===== src/sv/sts_pkg.sv =====
// Shared types and constants for the sorted table search unit.
// No dependencies; every other file imports this package.
package sts_pkg;

    localparam int DEPTH_DEF = 128;
    localparam int DATA_W    = 32;
    localparam int IDX_W     = 7;
    localparam int COUNT_W   = 8;

    localparam logic [1:0] ACT_WRITE  = 2'd0;
    localparam logic [1:0] ACT_LINEAR = 2'd1;
    localparam logic [1:0] ACT_BINARY = 2'd2;

    typedef struct packed {
        logic [1:0]               action;
        logic [IDX_W-1:0]         entry_index;
        logic signed [DATA_W-1:0] entry_value;
        logic signed [DATA_W-1:0] search_key;
    } sts_in_t;

    typedef struct packed {
        logic             found;
        logic [IDX_W-1:0] match_index;
    } sts_out_t;

endpackage


===== src/sv/sts_mem.sv =====
// Table storage: one write port, one read port with registered read data.
// Depends on sts_pkg for the entry width.
module sts_mem
    import sts_pkg::*;
#(
    parameter int DEPTH = DEPTH_DEF,
    parameter int AW    = (DEPTH > 1) ? $clog2(DEPTH) : 1
) (
    input  logic                     aclk,
    input  logic                     wr_en,
    input  logic [AW-1:0]            wr_addr,
    input  logic signed [DATA_W-1:0] wr_data,
    input  logic                     rd_en,
    input  logic [AW-1:0]            rd_addr,
    output logic signed [DATA_W-1:0] rd_data
);

    logic signed [DATA_W-1:0] mem [DEPTH];
    logic signed [DATA_W-1:0] rd_data_reg;

    always_ff @(posedge aclk) begin
        if (wr_en) begin
            mem[wr_addr] <= wr_data;
        end
    end

    always_ff @(posedge aclk) begin
        if (rd_en) begin
            rd_data_reg <= mem[rd_addr];
        end
    end

    assign rd_data = rd_data_reg;

endmodule


===== config.mk =====
export PLATFORM = sky130hd
export DESIGN_NAME = sts_mem
export DESIGN_NICKNAME = d
export VERILOG_FILES = /design/src/sv/sts_pkg.sv /design/src/sv/sts_mem.sv
export SDC_FILE = /design/constraint.sdc
export NUM_CORES = 2
export LEC_CHECK = 0
export BUFFER_PORTS_ARGS = -buffer_cell sky130_fd_sc_hd__buf_2
export CORE_AREA = 10 10 545 547
export CTS_CLUSTER_DIAMETER = 100
export DETAILED_ROUTE_END_ITERATION = 10
export DIE_AREA = 0 0 555 557
export PLACE_DENSITY = 0.75
export SETUP_SLACK_MARGIN = 0.1
export SLEW_MARGIN = 5
export SYNTH_ARGS = -nofsm -noshare
export SYNTH_HDL_FRONTEND = slang
export SYNTH_SLANG_ARGS = --single-unit

===== constraint.sdc =====
create_clock -name aclk -period 4.15 [get_ports aclk]
set_input_delay 0.6225 -clock aclk [delete_from_list [all_inputs] [get_ports aclk]]
set_output_delay 0.6225 -clock aclk [all_outputs]
set_load 0.01 [all_outputs]

After elaboration in Yosys (flattened, before gate mapping)
Memories as Yosys holds them, arrays and structs flattened. A register that Yosys moved wholly into a read port is not among the register bits.
Cells that the tools add are included.
Widths: inputs -> output; s select.
{ "word_totals": {"ff_bits": 0, "latchBits": 0, "mem_bits_rw": 4096, "mem_bits_ro": 0, "wordCells": 3, "n_memories": 1} }
{ "mem_list": {"columns": ["name", "depth", "word_bits", "rd", "rd_clocked_by_memory_dff", "write_ports", "line", "text"], "rows": [
  ["mem", 128, 32, 1, 1, 1, "sts_mem.sv:18", "logic signed [DATA_W-1:0] mem [DEPTH];"]
]} }
{ "classes": {"addsub": 0, "multipliers": 0, "div": 0, "magnitude_cmp": 0, "n_eq_ne": 0, "shift": 0, "mux": 2, "bitwise_logic": 0, "reduce_logical": 0} }
{ "ops": {"columns": ["op", "count"], "rows": [
  ["$mux 1", 2]
]} }

Longest topological paths before layout
{ "depth": {"depth_word": 2, "mapped_depth": 8} }

Worst setup path before layout
No wires, ideal clock.
{ "synth_path": {"kind": "input-to-reg", "from": "in wr_en", "to": "mem mem[98][0], enable pin", "t_arrival_ps": 3400, "required_ps": 3689, "path_slack_ps": 289, "stages": 3, "path_buffers": 1, "path_cell_list": "clkbuf_1 > nand4_1 > nor3_1"} }
{ "synth_between": {"elab_chain_len": 2} }
{ "synth_rtl": {"columns": ["element", "line", "text"], "rows": [
  ["start, declared", "sts_mem.sv:10", "input logic wr_en,"],
  ["$mux 1", "sts_mem.sv:22", "if (wr_en) begin"],
  ["$mux 1 (implied by the code)", "sts_mem.sv:23", "mem[wr_addr] <= wr_data;"],
  ["end, declared", "sts_mem.sv:18", null]
]} }
Every way passes these cells.

==> run_results.csv <==
group,metric,value,unit
outcome,status,"completed",
setup_path,path_class,"in -> reg",
cells_and_area,area_delta_synth_final,13.69,%
logic_synthesis,ys.flop_type,"edfxtp_1",
cells_and_area,nNetsFinal,6544,
detailed_routing,wl,424000,um
clock_tree,post_cts.repair.setup_buffers,0,
placement,port_buffers,80,
logic_synthesis,ys_seq_area_share,79.16,%
sta,rsz0062_at_grt,"false",
cells_and_area,largest_reg_flops,4096,
global_route,grt_first_pass_wirelength,593600,um
cells_and_area,post_layout_nonfiller_instances,10660,
detailed_routing,vias_per_cell,6.909,
setup_path,cp_slowest_cell,"mux4_2",
sta,fin_crit_sh,74.11,%
setup_path,cp.arrival,3.75,ns
clock_tree,ctsHoldBuffers,0,
detailed_routing,drtIter0Drc,12720,
setup_path,cp.buffers_inverters,4,
setup_path,endpoint_kind,"flop",
floorplan,fp.dieH,557,um
global_route,grt_max_degree,106,
setup_path,r2r_setup_slack,1.31,ns
power,power-per-cell-area,484.0,nW/um^2
sta,setup_viol,0,
cells_and_area,drive_gt1_share,36.51,%
detailed_routing,dr_total_vias,73660,
placement,dp_slack,0.1369,ns
logic_synthesis,syn-cell-area,156600,sq um
clock_tree,clockBufferDepth,4,
detailed_routing,ant_nets,0,
logic_synthesis,synth-seq-cells,4128,
clock_tree,clk-insertion-delay-late,0.95,ns
sta,slew_violations,0,
global_route,antenna_found_initial,61,
detailed_routing,drc,0,
setup_path,cp_data_required_time,4.82,ns
logic_synthesis,synth_top_area_share,79.16,%
sta,setup-tns-final,0,ns
setup_path,critPathMaxFanout,32,
global_route,track_usage,27.32,%
setup_path,cp_top_family,"multiplexers",
logic_synthesis,synth_area_leader_cell,"edfxtp_1",
placement,dp.cells,9878,
sta,skew,0.05146,ns
sta,min_period,3.076,ns
global_route,grt_pass1_vias,75220,
sta,holdWs,0.1927,ns
sta,layout_setup_ws,1.075,ns
floorplan,die-area,309100,sq um
setup_path,crit_chain,"buf_12, buf_12, buf_12, buf_4, mux4_2, mux4_2, mux4_2, mux2_2",
clock_tree,root_buffer,"clkbuf_16",
logic_synthesis,ys_top_cells_by_count,"4128 x edfxtp_1, 1344 x mux4_2, 182 x clkbuf_1",
floorplan,start_util,54.67,%
setup_path,critical_path.startpoint_type,"input pin",
clock_tree,cts.clk_slew.worst_paths,0.06,ns
logic_synthesis,ys_warn_count,0,
flow_run,maxCapViolations,0,
floorplan,io-pin-count,81,
clock_tree,cts_tree,"done",
logic_synthesis,avgSynthCellArea,26.14,sq um
placement,place_congestion,0.8410,
sta,hold_viol,0,
global_route,overflow,0,
logic_synthesis,synth-async-reset-ratio,0,%
clock_tree,htreeDepth,5,
logic_synthesis,syn_inst,5990,
clock_tree,cts.sinks,4128,
cells_and_area,fillers,17870,
power,p_leak,54.57,nW
logic_synthesis,synth_edf_count,4128,
logic_synthesis,synth.most_common_cell,"edfxtp_1",
worst_hold_path,hp-class,"in -> reg",
power,vdd_drop_max,365.7,uV
detailed_routing,first_pass_iters,6,
sta,tightest_slew,1.349,ns
sta,relSlewSlack,10.04,%
logic_synthesis,synthDistinctLibCells,16,
logic_synthesis,synth_nets,6039,
floorplan,rows,197,
clock_tree,cts_buffers,396,
floorplan,die_x,555,um
logic_synthesis,synthTopCellsByArea,"edfxtp_1 79%, mux4_2 19%, clkbuf_1 0.44%, nor2_1 0.29%, buf_2 0.25%",
sta,clock.fmax,0.3252,GHz
placement,place.detailed.hpwl,221800,um
floorplan,core_area,286400,sq um
clock_tree,ctsResizeCount,0,
setup_path,cpPeakStageDelay,0.64,ns
detailed_routing,avgRoutedWirePerCell,39.77,um
-- path summary, 6_finish.rpt --
path | end | cells after the start | start
setup / recovery | rd_data[24] | 8 | rd_addr[0]
hold / removal | mem[98][15] | 1 | wr_data[15]
setup reg to reg | rd_data[5] | 4 | mem[21][5]
hold reg to reg | rd_data[11] | 4 | mem[95][11]
-- power by group --
part	internal (W)	leakage, nW	total, W	switching, W
sequential	0.0461	37.1	0.0463	0.000162
combinational	0.00177	11.3	0.00452	0.00276
clock	0.0200	6.11	0.0354	0.0154
-- routing by layer --
metal  part of all wire, %  global-route usage, %  vias up  routed length [um]
met1                    33                  35.80    39010              139700
met4                   5.3                  12.63       22               22430
li1                      -                      -    27480                   -
met5                 0.034                      0        -                 144
met2                    48                  43.08     6122              202800
met3                    14                  7.771     1027               58970
-- cells by family after synthesis --
family,after synthesis,synth area share (%)
flops,4128,79.16
mux,1376,19.56
buf+inv,316,0.8373
simple gates,170,0.4450
-- final cells by class --
| type | count | area [sq um] | share of cell area, % |
|---|---|---|---|
| clock inverter | 226 | 2133 | 1.198 |
| tap | 3781 | 4731 | 2.657 |
| clock buffer | 487 | 10380 | 5.830 |
| antenna | 71 | 177.7 | 0.09980 |
| multi-input combinational | 1546 | 32290 | 18.14 |
| sequential | 4128 | 124000 | 69.63 |
| timing repair buffer | 423 | 4357 | 2.447 |
-- stage by stage --
stage,instance area [sq um],util (%),total power (W)
2_1_floorplan,156600,-,0.04926
3_3_place_gp,165300,57.73,0.05139
3_5_place_dp,165300,57.73,0.05151
4_1_cts,177900,62.09,0.08639
5_1_grt,178000,62.14,0.08804
6_report,178000,62.16,0.08616
-- worst register-to-register path, delay by kind of cell (launching register included) --
kind,cells,cell delay (ns)
muxes,4,2.14
DFF,1,0.45
-- placed cells by master (no fill, tap or decap), drive strengths merged, types with 7 or more instances in the layout --
cell / synthesis / routed
nand3: 12 / 12
clkinv: 0 / 164
nor2: 122 / 122
nor2b: 7 / 7
nor3: 9 / 9
mux2: 32 / 32
bufinv: 0 / 36
mux4: 1344 / 1344
nand2: 14 / 14
diode: 0 / 71
buf: 134 / 423
inv: 0 / 11
edfxtp: 4128 / 4128
clkbuf: 182 / 487
clkinvlp: 0 / 15
Note: power is estimated with default switching activity, not from simulation.
