===== config.mk =====
export PLATFORM = sky130hd
export DESIGN_NAME = sts_seq
export DESIGN_NICKNAME = d
export VERILOG_FILES = /design/src/sv/sts_pkg.sv /design/src/sv/sts_seq.sv
export SDC_FILE = /design/constraint.sdc
export NUM_CORES = 1
export LEC_CHECK = 0
export ABC_AREA = 1
export BUFFER_PORTS_ARGS = -buffer_cell sky130_fd_sc_hd__buf_2
export CAP_MARGIN = 20
export CORE_MARGIN = 5
export CORE_UTILIZATION = 51
export CTS_BUF_LIST = sky130_fd_sc_hd__clkbuf_16
export DETAILED_ROUTE_END_ITERATION = 8
export GPL_TIMING_DRIVEN = 0
export PLACE_DENSITY = 0.81
export SYNTH_ARGS = -nofsm -noshare
export SYNTH_HDL_FRONTEND = slang
export SYNTH_SLANG_ARGS = --single-unit
export TNS_END_PERCENT = 50

===== constraint.sdc =====
create_clock -name aclk -period 3.2 [get_ports aclk]
set_input_delay 0.64 -clock aclk [delete_from_list [all_inputs] [get_ports aclk]]
set_output_delay 0.64 -clock aclk [all_outputs]
set_load 0.02 [all_outputs]

===== src/sv/sts_pkg.sv =====
// Shared types and constants for the sorted table search unit.
// No dependencies; every other file imports this package.
package sts_pkg;

    localparam int DEPTH_DEF = 128;
    localparam int DATA_W    = 32;
    localparam int IDX_W     = 7;
    localparam int COUNT_W   = 8;

    localparam logic [1:0] ACT_WRITE  = 2'd0;
    localparam logic [1:0] ACT_LINEAR = 2'd1;
    localparam logic [1:0] ACT_BINARY = 2'd2;

    typedef struct packed {
        logic [1:0]               action;
        logic [IDX_W-1:0]         entry_index;
        logic signed [DATA_W-1:0] entry_value;
        logic signed [DATA_W-1:0] search_key;
    } sts_in_t;

    typedef struct packed {
        logic             found;
        logic [IDX_W-1:0] match_index;
    } sts_out_t;

endpackage


===== src/sv/sts_seq.sv =====
// Search sequencer: bound registers, one shared signed comparator, result register.
// Depends on sts_pkg; drives the read and write ports of sts_mem.
module sts_seq
    import sts_pkg::*;
#(
    parameter int DEPTH = DEPTH_DEF,
    parameter int AW    = (DEPTH > 1) ? $clog2(DEPTH) : 1,
    parameter int CW    = (AW + 1 > COUNT_W) ? AW + 1 : COUNT_W
) (
    input  logic                     aclk,
    input  logic                     aresetn,
    input  logic [CW-1:0]            active_count,
    input  logic                     s_valid,
    output logic                     s_ready,
    input  sts_in_t                  s_item,
    output logic                     m_valid,
    input  logic                     m_ready,
    output sts_out_t                 m_item,
    output logic                     wr_en,
    output logic [AW-1:0]            wr_addr,
    output logic signed [DATA_W-1:0] wr_data,
    output logic                     rd_en,
    output logic [AW-1:0]            rd_addr,
    input  logic signed [DATA_W-1:0] rd_data
);

    localparam int BW = CW + 1;

    typedef enum logic [3:0] {
        S_IDLE  = 4'b0001,
        S_PROBE = 4'b0010,
        S_CHECK = 4'b0100,
        S_DONE  = 4'b1000
    } state_t;

    state_t                   state_reg, state_next;
    logic signed [BW-1:0]     low_reg, low_next;
    logic signed [BW-1:0]     high_reg, high_next;
    logic signed [BW-1:0]     probe_reg, probe_next;
    logic signed [DATA_W-1:0] key_reg, key_next;
    logic                     binary_reg, binary_next;
    sts_out_t                 result_reg, result_next;
    logic                     m_valid_reg, m_valid_next;
    sts_out_t                 m_item_reg, m_item_next;

    logic                     s_fire;
    logic signed [BW-1:0]     bound_sum;
    logic signed [BW-1:0]     mid;
    logic                     key_eq;
    logic                     key_lt;

    assign s_ready   = (state_reg == S_IDLE);
    assign s_fire    = s_valid && s_ready;
    // Linear mode steps low up from the start index; its midpoint is just low.
    assign bound_sum = low_reg + high_reg;
    assign mid       = binary_reg ? (bound_sum >>> 1) : low_reg;

    // Shared comparator
    assign key_eq = (rd_data == key_reg);
    assign key_lt = (key_reg < rd_data);

    assign wr_en   = s_fire && (s_item.action == ACT_WRITE)
                     && (int'(s_item.entry_index) < DEPTH);
    assign wr_addr = AW'(s_item.entry_index);
    assign wr_data = s_item.entry_value;
    assign rd_en   = (state_reg == S_PROBE) && (low_reg <= high_reg);
    assign rd_addr = AW'(mid);

    always_comb begin
        state_next   = state_reg;
        low_next     = low_reg;
        high_next    = high_reg;
        probe_next   = probe_reg;
        key_next     = key_reg;
        binary_next  = binary_reg;
        result_next  = result_reg;
        m_valid_next = m_valid_reg && !m_ready;
        m_item_next  = m_item_reg;
        unique case (state_reg)
            S_IDLE: begin
                if (s_fire && (s_item.action == ACT_LINEAR ||
                               s_item.action == ACT_BINARY)) begin
                    low_next    = '0;
                    high_next   = $signed({1'b0, active_count}) - BW'(1);
                    key_next    = s_item.search_key;
                    binary_next = (s_item.action == ACT_BINARY);
                    state_next  = S_PROBE;
                end
            end
            S_PROBE: begin
                if (low_reg > high_reg) begin
                    result_next.found       = 1'b0;
                    result_next.match_index = '0;
                    state_next              = S_DONE;
                end else begin
                    probe_next = mid;
                    state_next = S_CHECK;
                end
            end
            S_CHECK: begin
                if (key_eq) begin
                    result_next.found       = 1'b1;
                    result_next.match_index = IDX_W'(probe_reg);
                    state_next              = S_DONE;
                end else begin
                    if (binary_reg && key_lt) begin
                        high_next = probe_reg - BW'(1);
                    end else begin
                        low_next = probe_reg + BW'(1);
                    end
                    state_next = S_PROBE;
                end
            end
            S_DONE: begin
                // hold until the output register frees up
                if (!m_valid_reg || m_ready) begin
                    m_valid_next = 1'b1;
                    m_item_next  = result_reg;
                    state_next   = S_IDLE;
                end
            end
            default: begin
                state_next = S_IDLE;
            end
        endcase
    end

    always_ff @(posedge aclk) begin
        if (!aresetn) begin
            state_reg   <= S_IDLE;
            m_valid_reg <= 1'b0;
        end else begin
            state_reg   <= state_next;
            m_valid_reg <= m_valid_next;
        end
    end

    always_ff @(posedge aclk) begin
        low_reg    <= low_next;
        high_reg   <= high_next;
        probe_reg  <= probe_next;
        key_reg    <= key_next;
        binary_reg <= binary_next;
        result_reg <= result_next;
        m_item_reg <= m_item_next;
    end

    assign m_valid = m_valid_reg;
    assign m_item  = m_item_reg;

    a_miss_index_zero: assert property (@(posedge aclk) disable iff (!aresetn)
        m_valid_reg && !m_item_reg.found |-> m_item_reg.match_index == '0)
        else $error("miss result carries a nonzero index");

    a_check_after_probe: assert property (@(posedge aclk) disable iff (!aresetn)
        state_reg == S_CHECK |-> $past(state_reg) == S_PROBE)
        else $error("compare without a preceding table read");

    a_read_in_range: assert property (@(posedge aclk) disable iff (!aresetn)
        rd_en |-> mid >= 0 && int'(mid) < DEPTH && mid <= high_reg)
        else $error("table read outside the active bounds");

    a_no_accept_busy: assert property (@(posedge aclk) disable iff (!aresetn)
        state_reg == S_CHECK || state_reg == S_DONE |=> !$rose(m_valid_reg) ||
        $past(state_reg) == S_DONE)
        else $error("result presented without finishing a search");

endmodule


; Yosys cells after proc, flatten, opt, wreduce, memory -nomap -nowiden
; Index checks and enable logic that the tools add are counted.
[word_totals]
regBits = 81
latchBits = 0
ram_bits = 0
rom_bits = 0
input_bits = 117
word_cells = 72
n_memories = 0
[classes]
add_sub_neg = 4
n_mul = 0
div_mod_pow = 0
n_lt_le_gt_ge = 3
n_eq_ne = 14
n_shift = 0
mux = 19
bitwise_logic = 1
reduce_logical = 20
[ops]
columns = operator, count
row1 = $mux W9, 7
row2 = $pmux W9 S2, 2
row3 = $eq A32 B32 Y1, 1
row4 = $lt A32 B32 Y1, 1
row5 = $mux W4, 4
row6 = $mux W8, 2
row7 = $pmux W4 S4, 1
row8 = $pmux W8 S2, 1
row9 = $ne A2 B2 Y1 const B, 5
row10 = $add A9 B2 Y9 const B, 1
row11 = $add A9 B9 Y9, 1
row12 = $gt A9 B9 Y1, 1
row13 = $le A9 B9 Y1, 1
row14 = $sub A8 B1 Y9 const B, 1
row15 = $sub A9 B2 Y9 const B, 1
row16 = $reduce_and A2 Y1, 4
row17 = $reduce_and A4 Y1, 2
row18 = $logic_and A1 B1 Y1, 6
row19 = $eq A4 B1 Y1 const B, 1
row20 = $eq A4 B2 Y1 const B, 1
row21 = $eq A4 B3 Y1 const B, 1
row22 = $eq A4 B4 Y1 const B, 1
row23 = $ne A2 B1 Y1 const B, 2
row24 = $reduce_bool A2 Y1, 2
row25 = other kinds (8), 11

; Logic depth before layout (Yosys ltp)
; Gate-level depths: netlist of the first run.
[depth]
ltp_word = 5
mapped_depth = 17
mapped_depth_nobuf = 17

; Least setup slack after synthesis of the first run
; No wires, ideal clock.
[synth_path]
path_type = flip-flop to output port
startpoint = reg low_reg[0]
endpoint = out rd_addr[5]
arrival_ns = 1.848
required_time_ns = 2.560
path_slack_ns = 0.712
stages_incl_launch_ff = 14
cell_sequence = edfxtp_1 > ha_1 > inv_1 > fa_1 > inv_1 > a21oi_1 > o21ai_1 > nand2_1 > nand2_1 > a21oi_1 > or2_1 > nand3_1 > nand2_1 > buf_4
[synth_between]
elab_chain_len = 2
[synth_lines]
columns = element, line_no
row1 = "start, declared", sts_seq.sv:37  ; logic signed [BW-1:0] low_reg, low_next;
row2 = "start signal, assigned", sts_seq.sv:139  ; low_reg <= low_next;
row3 = $add A9 B9 Y9, sts_seq.sv:55  ; assign bound_sum = low_reg + high_reg;
row4 = $mux W9, sts_seq.sv:56  ; assign mid = binary_reg ? (bound_sum >>> 1) : low_reg;
row5 = "end, declared", sts_seq.sv:23  ; output logic [AW-1:0] rd_addr,
; No other way between the ends.

; Worst setup path in the final report of the first run
; Ends and elaborated chain as after synthesis.

==> flow_summary.json, run 1 <==
{
  "most_frequently_used_flop_master_after_synthesis": "sky130_fd_sc_hd__edfxtp_1",
  "max-cap-violations": 0,
  "largest_register_ffs": 32,
  "timing.final.hold_violations": 0,
  "num_vias": 4174,
  "post_drt_wl_per_cell_um": 13.9,
  "cts.htree.levels": 3,
  "final_core_util_pct": 64.9,
  "port_buffers": 135,
  "final_routed_drc_violation_total": 0,
  "critical_path.cell_chain": "ha_2 -> inv_1 -> fa_2 -> inv_2 -> a21oi_2 -> o21ai_2 -> nand2_1 -> nand2_1 -> a21oi_1 -> or2_1 -> nand3_2 -> nand2_2 -> buf_4 -> buf_4",
  "layout_min_cycle_time_ns": 3.14,
  "netlist-cell-type-count": 42,
  "outcome": "finished clean",
  "grt_use_total_pct": 18.4,
  "fp.coreArea_um2": 9770,
  "dp_hpwl_um": 9210,
  "postSynthRegisterBits": 81,
  "max-slew-margin-rel_pct": 51.3,
  "die_area_um2": 12100,
  "site_row_count": 36,
  "antenna_found_initial": 0,
  "slowest_delay_ns": 0.41,
  "synth_warnings": 0,
  "timing.final.setup_violations": 0,
  "highest-signal-layer": "met4",
  "average_size_of_a_mapped_cell_um2": 9.48,
  "path_max_fanout": 3,
  "postSynth.asyncResetShare_pct": 0,
  "synth_compound_gate_area_share_pct": 8.19,
  "area_delta_synth_final_pct": 24.3,
  "hold_path_startpoint": "result_reg[5]",
  "design.final.nets": 866,
  "sum_of_overflow_across_all_layers_after_global_routing": 0,
  "max_slew.worst_pin.slew_ns": 0.730,
  "yosys.area_share.adder_pct": 13.6,
  "fin_skew_ns": 0.00604,
  "gp_routability_congestion": 0.837,
  "path_delay_family": "adder cells",
  "critPathRequiredTime_ns": 2.56,
  "floorplan.die.height_um": 110,
  "final_layout_size_suffix_gt1_share_pct": 34.6,
  "fmax_ghz": 0.319,
  "n_fill_cell": 755,
  "floorplan.initialDensity_pct": 52.2,
  "numClockSinks": 81,
  "num_io_pins": 175,
  "synth-xor-area-share_pct": 0.858,
  "most_common_cell_after_layout_fill_and_taps_aside": "sky130_fd_sc_hd__buf_2",
  "final_cell_mix": "136 x sky130_fd_sc_hd__buf_2, 88 x sky130_fd_sc_hd__inv_1, 85 x sky130_fd_sc_hd__nand2_1",
  "worst_path_setup_slack_after_routing_ns": 0.0627,
  "regToRegEndpoint": "low_reg[4]",
  "grt_pass1_wl_um": 17100,
  "worst-path-buf-inv": 4,
  "detailed_routing_iteration_count_for_the_pre_antenna_repair_pass": 5,
  "clk_latency_ns": 0.33,
  "synthSimpleGateAreaFrac_pct": 16.3,
  "die_w_um": 110,
  "worstRegToRegCells": 12,
  "synth_mux_area_share_pct": 0,
  "power.static_leakage_nw": 3.14,
  "route.final.wire_length_um": 11500,
  "p_per_area_nw_per_um2": 526,
  "fin_hold_ws_ns": 0.419,
  "synth-seq-area-share_pct": 46.7,
  "wl_met1_um": 4390,
  "grt_pass1_vias": 3833,
  "critical_register_to_register_path_startpoint": "key_reg[19]",
  "regToRegSetupSlack_ns": 0.89,
  "final_antenna_net_count": 0,
  "cts_buffer_depth": 2,
  "antenna_cells_inserted": 0,
  "tritoncts.num_buffers": 9,
  "crit_path_top_delay_cell": "sky130_fd_sc_hd__edfxtp_1",
  "dr_wl_met3_um": 1080,
  "final.setup.tns_ns": 0,
  "cp-start-kind": "flip-flop",
  "fin_total_pwr_mw": 3.34,
  "number_of_flops_mapped_to_enable_cells_by_yosys": 76,
  "combinational_family_with_the_most_area_after_synthesis": "simple AND/OR/NAND/NOR gates",
  "route.detailed.vias_per_inst": 5.02,
  "clk_transition_reported_paths_ns": 0.06,
  "hold_path_end": "m_item[5]",
  "ir_worst_vdd_mv": 0.449,
  "final_min_period_over_clock_period_pct": 98.0,
  "cells_after_synth": 538,
  "synth_area_um2": 5100,
  "drtIter0Drc": 238,
  "pin_count_of_the_biggest_net_entering_global_routing": 27,
  "kind_of_end_point_of_the_critical_path": "output port",
  "cts_tree": "built",
  "dpl_worst_slack_ns": 0.356,
  "cts.hold.buffers_added": 0,
  "maxSlewViolCount": 0,
  "detailroute.wirelength.met2_um": 5780,
  "synthesis.nets": 710,
  "crit_arrival_ns": 2.50,
  "critical_path_class": "reg2out",
  "cts_root_buf": "sky130_fd_sc_hd__clkbuf_16",
  "grt_setup_unrepaired": "yes",
  "hp-class": "reg2reg",
  "hold_path_depth": 0
}
metrics by stage:
stage	std cells	area, µm²
finish	832	6340
detailed placement	807	5970
CTS	823	6250
global placement	806	5940
floorplan	538	5100
global route	832	6340
area by class of cell:
cell class | instances | area (µm²) | share of cell area [%]
Timing Repair Buffer | 145 | 773 | 12.2
Multi-Input combinational cell | 310 | 2010 | 31.7
Clock buffer | 9 | 225 | 3.55
Inverter | 97 | 368 | 5.80
Tap cell | 133 | 166 | 2.62
Buffer | 50 | 367 | 5.78
Sequential cell | 81 | 2380 | 37.6
Clock inverter | 7 | 52.6 | 0.828
worst register-to-register path: cells and delay by family, from the launching register on:
| family | cells | cell delay [ns] |
|---|---|---|
| AOI/OAI and AO/OA | 1 | 0.21 |
| adders and majority gates | 1 | 0.31 |
| buffers and inverters | 1 | 0.05 |
| DFF | 1 | 0.37 |
| and+or+nand+nor | 9 | 1.01 |
timing repair:
action / CTS / global route
endpoints found under the setup margin: 1 / 2
endpoints found under the hold margin: 0 / 0
resized for setup: 1 / 8
setup buffers: 0 / 9
pin swaps: 0 / 1
cells by family (layout without fill, tap and decap cells):
kind of cell | count (synthesis) | in the layout
and+or+nand+nor | 175 | 175
xor gates and xnor gates | 5 | 5
adders and majority gates | 55 | 55
buffers and inverters | 147 | 308
DFF | 81 | 81
AOI/OAI and AO/OA | 75 | 75
synth_stat cells (all sizes together), types with 2 or more instances:
| library cell | instances | area share, % |
|---|---|---|
| buf | 49 | 7.1 |
| dfxtp | 5 | 2.0 |
| nand4 | 9 | 1.3 |
| inv | 96 | 7.1 |
| a21oi | 35 | 3.6 |
| edfxtp | 76 | 45 |
| o21a | 3 | 0.44 |
| a31oi | 6 | 0.74 |
| o31ai | 2 | 0.29 |
| a221oi | 2 | 0.34 |
| nand2 | 88 | 6.6 |
| ha | 54 | 13 |
| nor2 | 48 | 3.8 |
| o21ai | 24 | 2.4 |
| nor3 | 8 | 1.8 |
| nand3 | 15 | 1.8 |
| xnor2 | 2 | 0.34 |
| xor2 | 3 | 0.52 |
layer usage:
layer,GRT usage [%],vias up
li1,-,2051
met1,21.9,1885
met2,32.5,212
met3,3.15,26
met4,8.28,0
met5,0,-
worst max path at each step:
stage,cells after the start,endpoint,slack (ns),start
2_1_floorplan,13,rd_addr[5],0.71,low_reg[0]
3_3_place_gp,14,rd_addr[5],0.41,high_reg[0]
3_5_place_dp,14,rd_addr[5],0.36,high_reg[0]
4_1_cts,14,rd_addr[5],0.04,high_reg[0]
5_1_grt,14,rd_addr[5],-0.09,low_reg[0]
6_report,14,rd_addr[5],0.06,low_reg[0]
report_power, final:
part | total, mW | switching [mW] | internal (mW)
combinational | 0.991 | 0.595 | 0.397
clock | 0.954 | 0.425 | 0.529
sequential | 1.39 | 0.0650 | 1.33
total | 3.34 | 1.08 | 2.26
Power figures use the tool's default switching activity.
==> run 2: changes to the inputs <==
- CTS_BUF_LIST: sky130_fd_sc_hd__clkbuf_16 -> sky130_fd_sc_hd__clkbuf_8
==> run 2 against run 1 <==
  * Flip-flop and latch count stayed put
  * Cell area is 1.7% lower
  * Via count shrank 0.17%
  * Clock power shrank 29%
  * Worst setup slack worse by 0.022 ns
  * Clock skew up 0.0027 ns
  * Highest routed layer unchanged
  * Sequential share of layout area rose by 0.63 points
  * Critical path depth unchanged
==> flow_summary.json, run 2 (synthesized netlist as in run 1, its figures left out) <==
{
  "detailed_place.area_um2": 5970,
  "grt_pass1_wl_um": 16900,
  "max_slew.worst_pin.slew_ns": 0.727,
  "cts_tree": "built",
  "final_layout_size_suffix_gt1_share_pct": 34.5,
  "num_vias": 4167,
  "worst_path_setup_slack_after_routing_ns": 0.0410,
  "clock_power_share_pct": 22.3,
  "max-cap-violations": 0,
  "crit_arrival_ns": 2.52,
  "fmax_ghz": 0.317,
  "cts.htree.levels": 3,
  "slowest_delay_ns": 0.40,
  "clk_transition_reported_paths_ns": 0.08,
  "sum_of_overflow_across_all_layers_after_global_routing": 0,
  "port_buffers": 135,
  "critPathRequiredTime_ns": 2.56,
  "tritoncts.num_buffers": 9,
  "placed_cells": 807,
  "grt_pass1_vias": 3828,
  "final_cell_mix": "136 x sky130_fd_sc_hd__buf_2, 88 x sky130_fd_sc_hd__inv_1, 85 x sky130_fd_sc_hd__nand2_1",
  "path_max_fanout": 3,
  "cp-start-kind": "flip-flop",
  "power.static_leakage_nw": 3.09,
  "final_cells": 832,
  "detailed_routing_iteration_count_for_the_pre_antenna_repair_pass": 5,
  "pin_count_of_the_biggest_net_entering_global_routing": 27,
  "worstRegToRegCells": 12,
  "timing.final.setup_violations": 0,
  "floorplan.initialDensity_pct": 52.2,
  "numClockSinks": 81,
  "route.final.wire_length_um": 11400,
  "hp-class": "reg2reg",
  "final_min_period_over_clock_period_pct": 98.7,
  "timing.final.hold_violations": 0,
  "gp_routability_congestion": 0.837,
  "floorplan.die.height_um": 110,
  "final_core_util_pct": 63.8,
  "die_w_um": 110,
  "most_common_cell_after_layout_fill_and_taps_aside": "sky130_fd_sc_hd__buf_2",
  "crit_path_top_delay_cell": "sky130_fd_sc_hd__edfxtp_1",
  "layout_min_cycle_time_ns": 3.16,
  "design.final.nets": 866,
  "critical_path.cell_chain": "ha_2 -> inv_1 -> fa_2 -> inv_2 -> a21oi_1 -> o21ai_2 -> nand2_1 -> nand2_1 -> a21oi_1 -> or2_1 -> nand3_2 -> nand2_2 -> buf_4 -> buf_4",
  "p_per_area_nw_per_um2": 491,
  "critical_path_class": "reg2out",
  "power_switching_share_pct": 34.4,
  "drtIter0Drc": 252,
  "clk_latency_ns": 0.36,
  "total_switching_power_mw": 1.05,
  "die_area_um2": 12100,
  "ir_worst_vdd_mv": 0.319,
  "dpl_worst_slack_ns": 0.356,
  "grt_use_total_pct": 18.3,
  "dp_hpwl_um": 9210,
  "route.detailed.vias_per_inst": 5.01,
  "final_routed_drc_violation_total": 0,
  "max-slew-margin-rel_pct": 51.5,
  "area_delta_synth_final_pct": 22.3,
  "hold_path_depth": 0,
  "site_row_count": 36,
  "antenna_cells_inserted": 0,
  "final_antenna_net_count": 0,
  "internal_power_consumption_mw": 2.01,
  "grt_setup_unrepaired": "yes",
  "num_io_pins": 175,
  "fin_skew_ns": 0.00872,
  "cts_root_buf": "sky130_fd_sc_hd__clkbuf_8",
  "cts_buffer_depth": 2,
  "outcome": "finished clean",
  "power.share.sequential_pct": 45.4,
  "comb_power_share_pct": 32.3,
  "maxSlewViolCount": 0,
  "largest_register_ffs": 32,
  "post_drt_wl_per_cell_um": 13.7,
  "antenna_found_initial": 0,
  "fin_total_pwr_mw": 3.06,
  "post-route-cell-area_um2": 6240,
  "cts.hold.buffers_added": 0,
  "kind_of_end_point_of_the_critical_path": "output port",
  "fp.coreArea_um2": 9770
}
[run 2: cell counts in the layout (fill, tap and decap cells not counted)]
Identical to the previous run, type by type.
[run 2: layout make-up]
class                           instances  area, µm²
Fill cell                             774       3540
Sequential cell                        81       2380
Multi-Input combinational cell        310       2010
Timing Repair Buffer                  145        773
Inverter                               97        368
Buffer                                 50        367
Tap cell                              133        166
Clock buffer                            9        124
Clock inverter                          7       52.6
[run 2: path summary, 6_finish.rpt]
kind	end	from	slack (ns)
worst max-delay path	rd_addr[5]	low_reg[0]	0.04
worst min-delay path	m_item[5]	result_reg[5]	0.42
worst max register to register	low_reg[4]	key_reg[19]	0.93
worst min register to register	m_item[5]	result_reg[5]	0.42
[run 2: power groups by stage]
stage | sequential, mW | clock, mW | combinational [mW]
floorplan | 1.40 | 0 | 0.677
global placement | 1.41 | 0 | 0.894
detailed placement | 1.42 | 0 | 0.952
CTS | 1.39 | 0.694 | 0.963
global route | 1.40 | 0.739 | 1.11
finish | 1.39 | 0.682 | 0.988
[run 2: critical path: cells and delay by family, from the launching register on]
family          cells  cell delay (ns)
flops               1             0.40
fa+ha+maj           2             0.52
buf+inv             4             0.39
compound gates      3             0.33
simple gates        5             0.52
[run 2: metal layers]
layer,global-route usage [%],vias up,wire [µm]
met3,2.85,25,1030
met1,22.1,1890,4430
li1,-,2049,-
met5,0,-,0
met2,31.8,203,5600
met4,8.64,0,322
[run 2: metrics by stage]
step	TNS, ns	hold slack, ns
3_3_place_gp	0	0.404
2_1_floorplan	0	0.400
4_1_cts	0	0.424
3_5_place_dp	0	0.405
5_1_grt	-0.125	0.431
6_report	0	0.424
[run 2: repair_timing]
item,in CTS,in global routing
gates resized for setup,1,7
buffers inserted,1,8
setup endpoints to repair,1,2
cloned,0,0
pin swaps,0,1
==> run 3: changes to the inputs <==
- clock period: 3.2 -> 3.98 ns (I/O delays scaled with it)
==> run 3 against run 2 <==
  * Flip-flop and latch count is the same
  * Combinational power shrank 22%
  * Clock skew is essentially flat
  * Largest cell class unchanged
==> flow_summary.json, run 3 (synthesized netlist as in run 1, its figures left out) <==
{
  "outcome": "finished clean",
  "floorplan.initialDensity_pct": 52.2,
  "grt_use_total_pct": 18.3,
  "fin_hold_ws_ns": 0.423,
  "fin_total_pwr_mw": 2.43,
  "final_antenna_net_count": 0,
  "cts_setup_buffers": 0,
  "detailed_routing_iteration_count_for_the_pre_antenna_repair_pass": 5,
  "design.final.nets": 857,
  "die_area_um2": 12100,
  "grt_pass1_wl_um": 16900,
  "antenna_found_initial": 0,
  "power.static_leakage_nw": 3.05,
  "placed_cells": 807,
  "dpl_worst_slack_ns": 0.980,
  "max_slew.worst_pin.slew_ns": 0.728,
  "p_per_area_nw_per_um2": 396,
  "critical_path_class": "reg2out",
  "timing.critical_path.mode_cell": "sky130_fd_sc_hd__nand2_1",
  "cp-start-kind": "flip-flop",
  "fp.coreArea_um2": 9770,
  "floorplan.die.height_um": 110,
  "max-cap-violations": 0,
  "timing.final.setup_violations": 0,
  "final_cell_mix": "137 x sky130_fd_sc_hd__buf_2, 90 x sky130_fd_sc_hd__inv_1, 86 x sky130_fd_sc_hd__nand2_1",
  "port_buffers": 135,
  "num_io_pins": 175,
  "critical_register_to_register_path_startpoint": "low_reg[6]",
  "fin_skew_ns": 0.00897,
  "final_min_period_over_clock_period_pct": 85.9,
  "seqCellArea_um2": 2380,
  "largest_register_ffs": 32,
  "regToRegEndpoint": "probe_reg[3]",
  "area_delta_synth_final_pct": 20.5,
  "route.final.wire_length_um": 11200,
  "regToRegSetupSlack_ns": 1.70,
  "die_w_um": 110,
  "final_routed_drc_violation_total": 0,
  "worst_setup_path_startpoint": "high_reg[0]",
  "gp_routability_congestion": 0.837,
  "route.detailed.vias_per_inst": 5.03,
  "grt_pass1_vias": 3817,
  "antenna_cells_inserted": 0,
  "crit_path_top_delay_cell": "sky130_fd_sc_hd__edfxtp_1",
  "hp-class": "reg2reg",
  "final.setup.tns_ns": 0,
  "sum_of_overflow_across_all_layers_after_global_routing": 0,
  "cts_root_buf": "sky130_fd_sc_hd__clkbuf_8",
  "worstRegToRegCells": 8,
  "cts_buffer_depth": 2,
  "total_switching_power_mw": 0.838,
  "numClockSinks": 81,
  "grt_setup_unrepaired": "no",
  "max-slew-margin-rel_pct": 51.5,
  "most_common_cell_after_layout_fill_and_taps_aside": "sky130_fd_sc_hd__buf_2",
  "comb_power_share_pct": 31.5,
  "final_layout_size_suffix_gt1_share_pct": 32.6,
  "power_switching_share_pct": 34.4,
  "pin_count_of_the_biggest_net_entering_global_routing": 27,
  "internal_power_consumption_mw": 1.60,
  "worst_path_setup_slack_after_routing_ns": 0.563,
  "site_row_count": 36,
  "final_cells": 823,
  "final_core_util_pct": 62.9,
  "critPathRequiredTime_ns": 3.18,
  "clock_power_share_pct": 22.5,
  "layout_min_cycle_time_ns": 3.42,
  "cts_tree": "built",
  "fmax_ghz": 0.293,
  "drtIter0Drc": 281,
  "post_drt_wl_per_cell_um": 13.7,
  "cp-endpoint": "rd_addr[5]",
  "tritoncts.num_buffers": 9,
  "clk_latency_ns": 0.36,
  "kind_of_end_point_of_the_critical_path": "output port",
  "n_fill_cell": 782,
  "ir_worst_vdd_mv": 0.257,
  "detailed_place.area_um2": 5970,
  "path_max_fanout": 3,
  "maxSlewViolCount": 0,
  "timing.final.hold_violations": 0,
  "crit_arrival_ns": 2.62,
  "power.share.sequential_pct": 45.9,
  "clk_transition_reported_paths_ns": 0.08,
  "critical_path.cell_chain": "ha_1 -> inv_1 -> fa_1 -> inv_1 -> a21oi_1 -> o21ai_1 -> nand2_1 -> nand2_1 -> a21oi_1 -> or2_1 -> nand3_1 -> nand2_1 -> buf_4 -> buf_2",
  "dp_hpwl_um": 9210,
  "num_vias": 4136,
  "cts.hold.buffers_added": 0,
  "cts.htree.levels": 3,
  "slowest_delay_ns": 0.39,
  "cts_resized": 0,
  "post-route-cell-area_um2": 6150,
  "multiInputGateArea_um2": 1990
}
==> run 3: critical path, delay by kind of cell (launching register included) <==
kind                       cells  cell delay, ns
and+or+nand+nor                5            0.54
buffers and inverters          4            0.44
AOI/OAI and AO/OA              3            0.38
DFF                            1            0.39
adders and majority gates      2            0.52
==> run 3: layer usage <==
metal	GRT usage, %	routed length [µm]	vias up
li1	-	-	2035
met1	22.1	4400	1885
met2	31.7	5530	189
met3	2.85	987	27
met4	8.64	324	0
met5	0	0	-
==> run 3: worst min path at each step <==
| stage | start | end | depth (start not counted) |
|---|---|---|---|
| finish | result_reg[5] | m_item[5] | 0 |
| floorplan | result_reg[0] | m_item[0] | 0 |
| CTS | result_reg[5] | m_item[5] | 0 |
| global route | result_reg[6] | m_item[6] | 0 |
| detailed placement | result_reg[5] | m_item[5] | 0 |
| global placement | result_reg[1] | m_item[1] | 0 |
==> run 3: cell type report <==
class                           count  share of cell area [%]
Tap cell                          133                    2.71
Multi-Input combinational cell    310                    32.4
Timing Repair Buffer              136                    11.4
Buffer                             50                    5.96
Sequential cell                    81                    38.7
Inverter                           97                    5.92
Clock buffer                        9                    2.01
Clock inverter                      7                   0.855
==> run 3: power groups by stage <==
stage               clock [mW]  combinational, mW  sequential (mW)
floorplan                    0              0.544             1.12
CTS                      0.558              0.771             1.12
detailed placement           0              0.766             1.14
finish                   0.549              0.768             1.12
global route             0.593              0.863             1.13
global placement             0              0.719             1.14
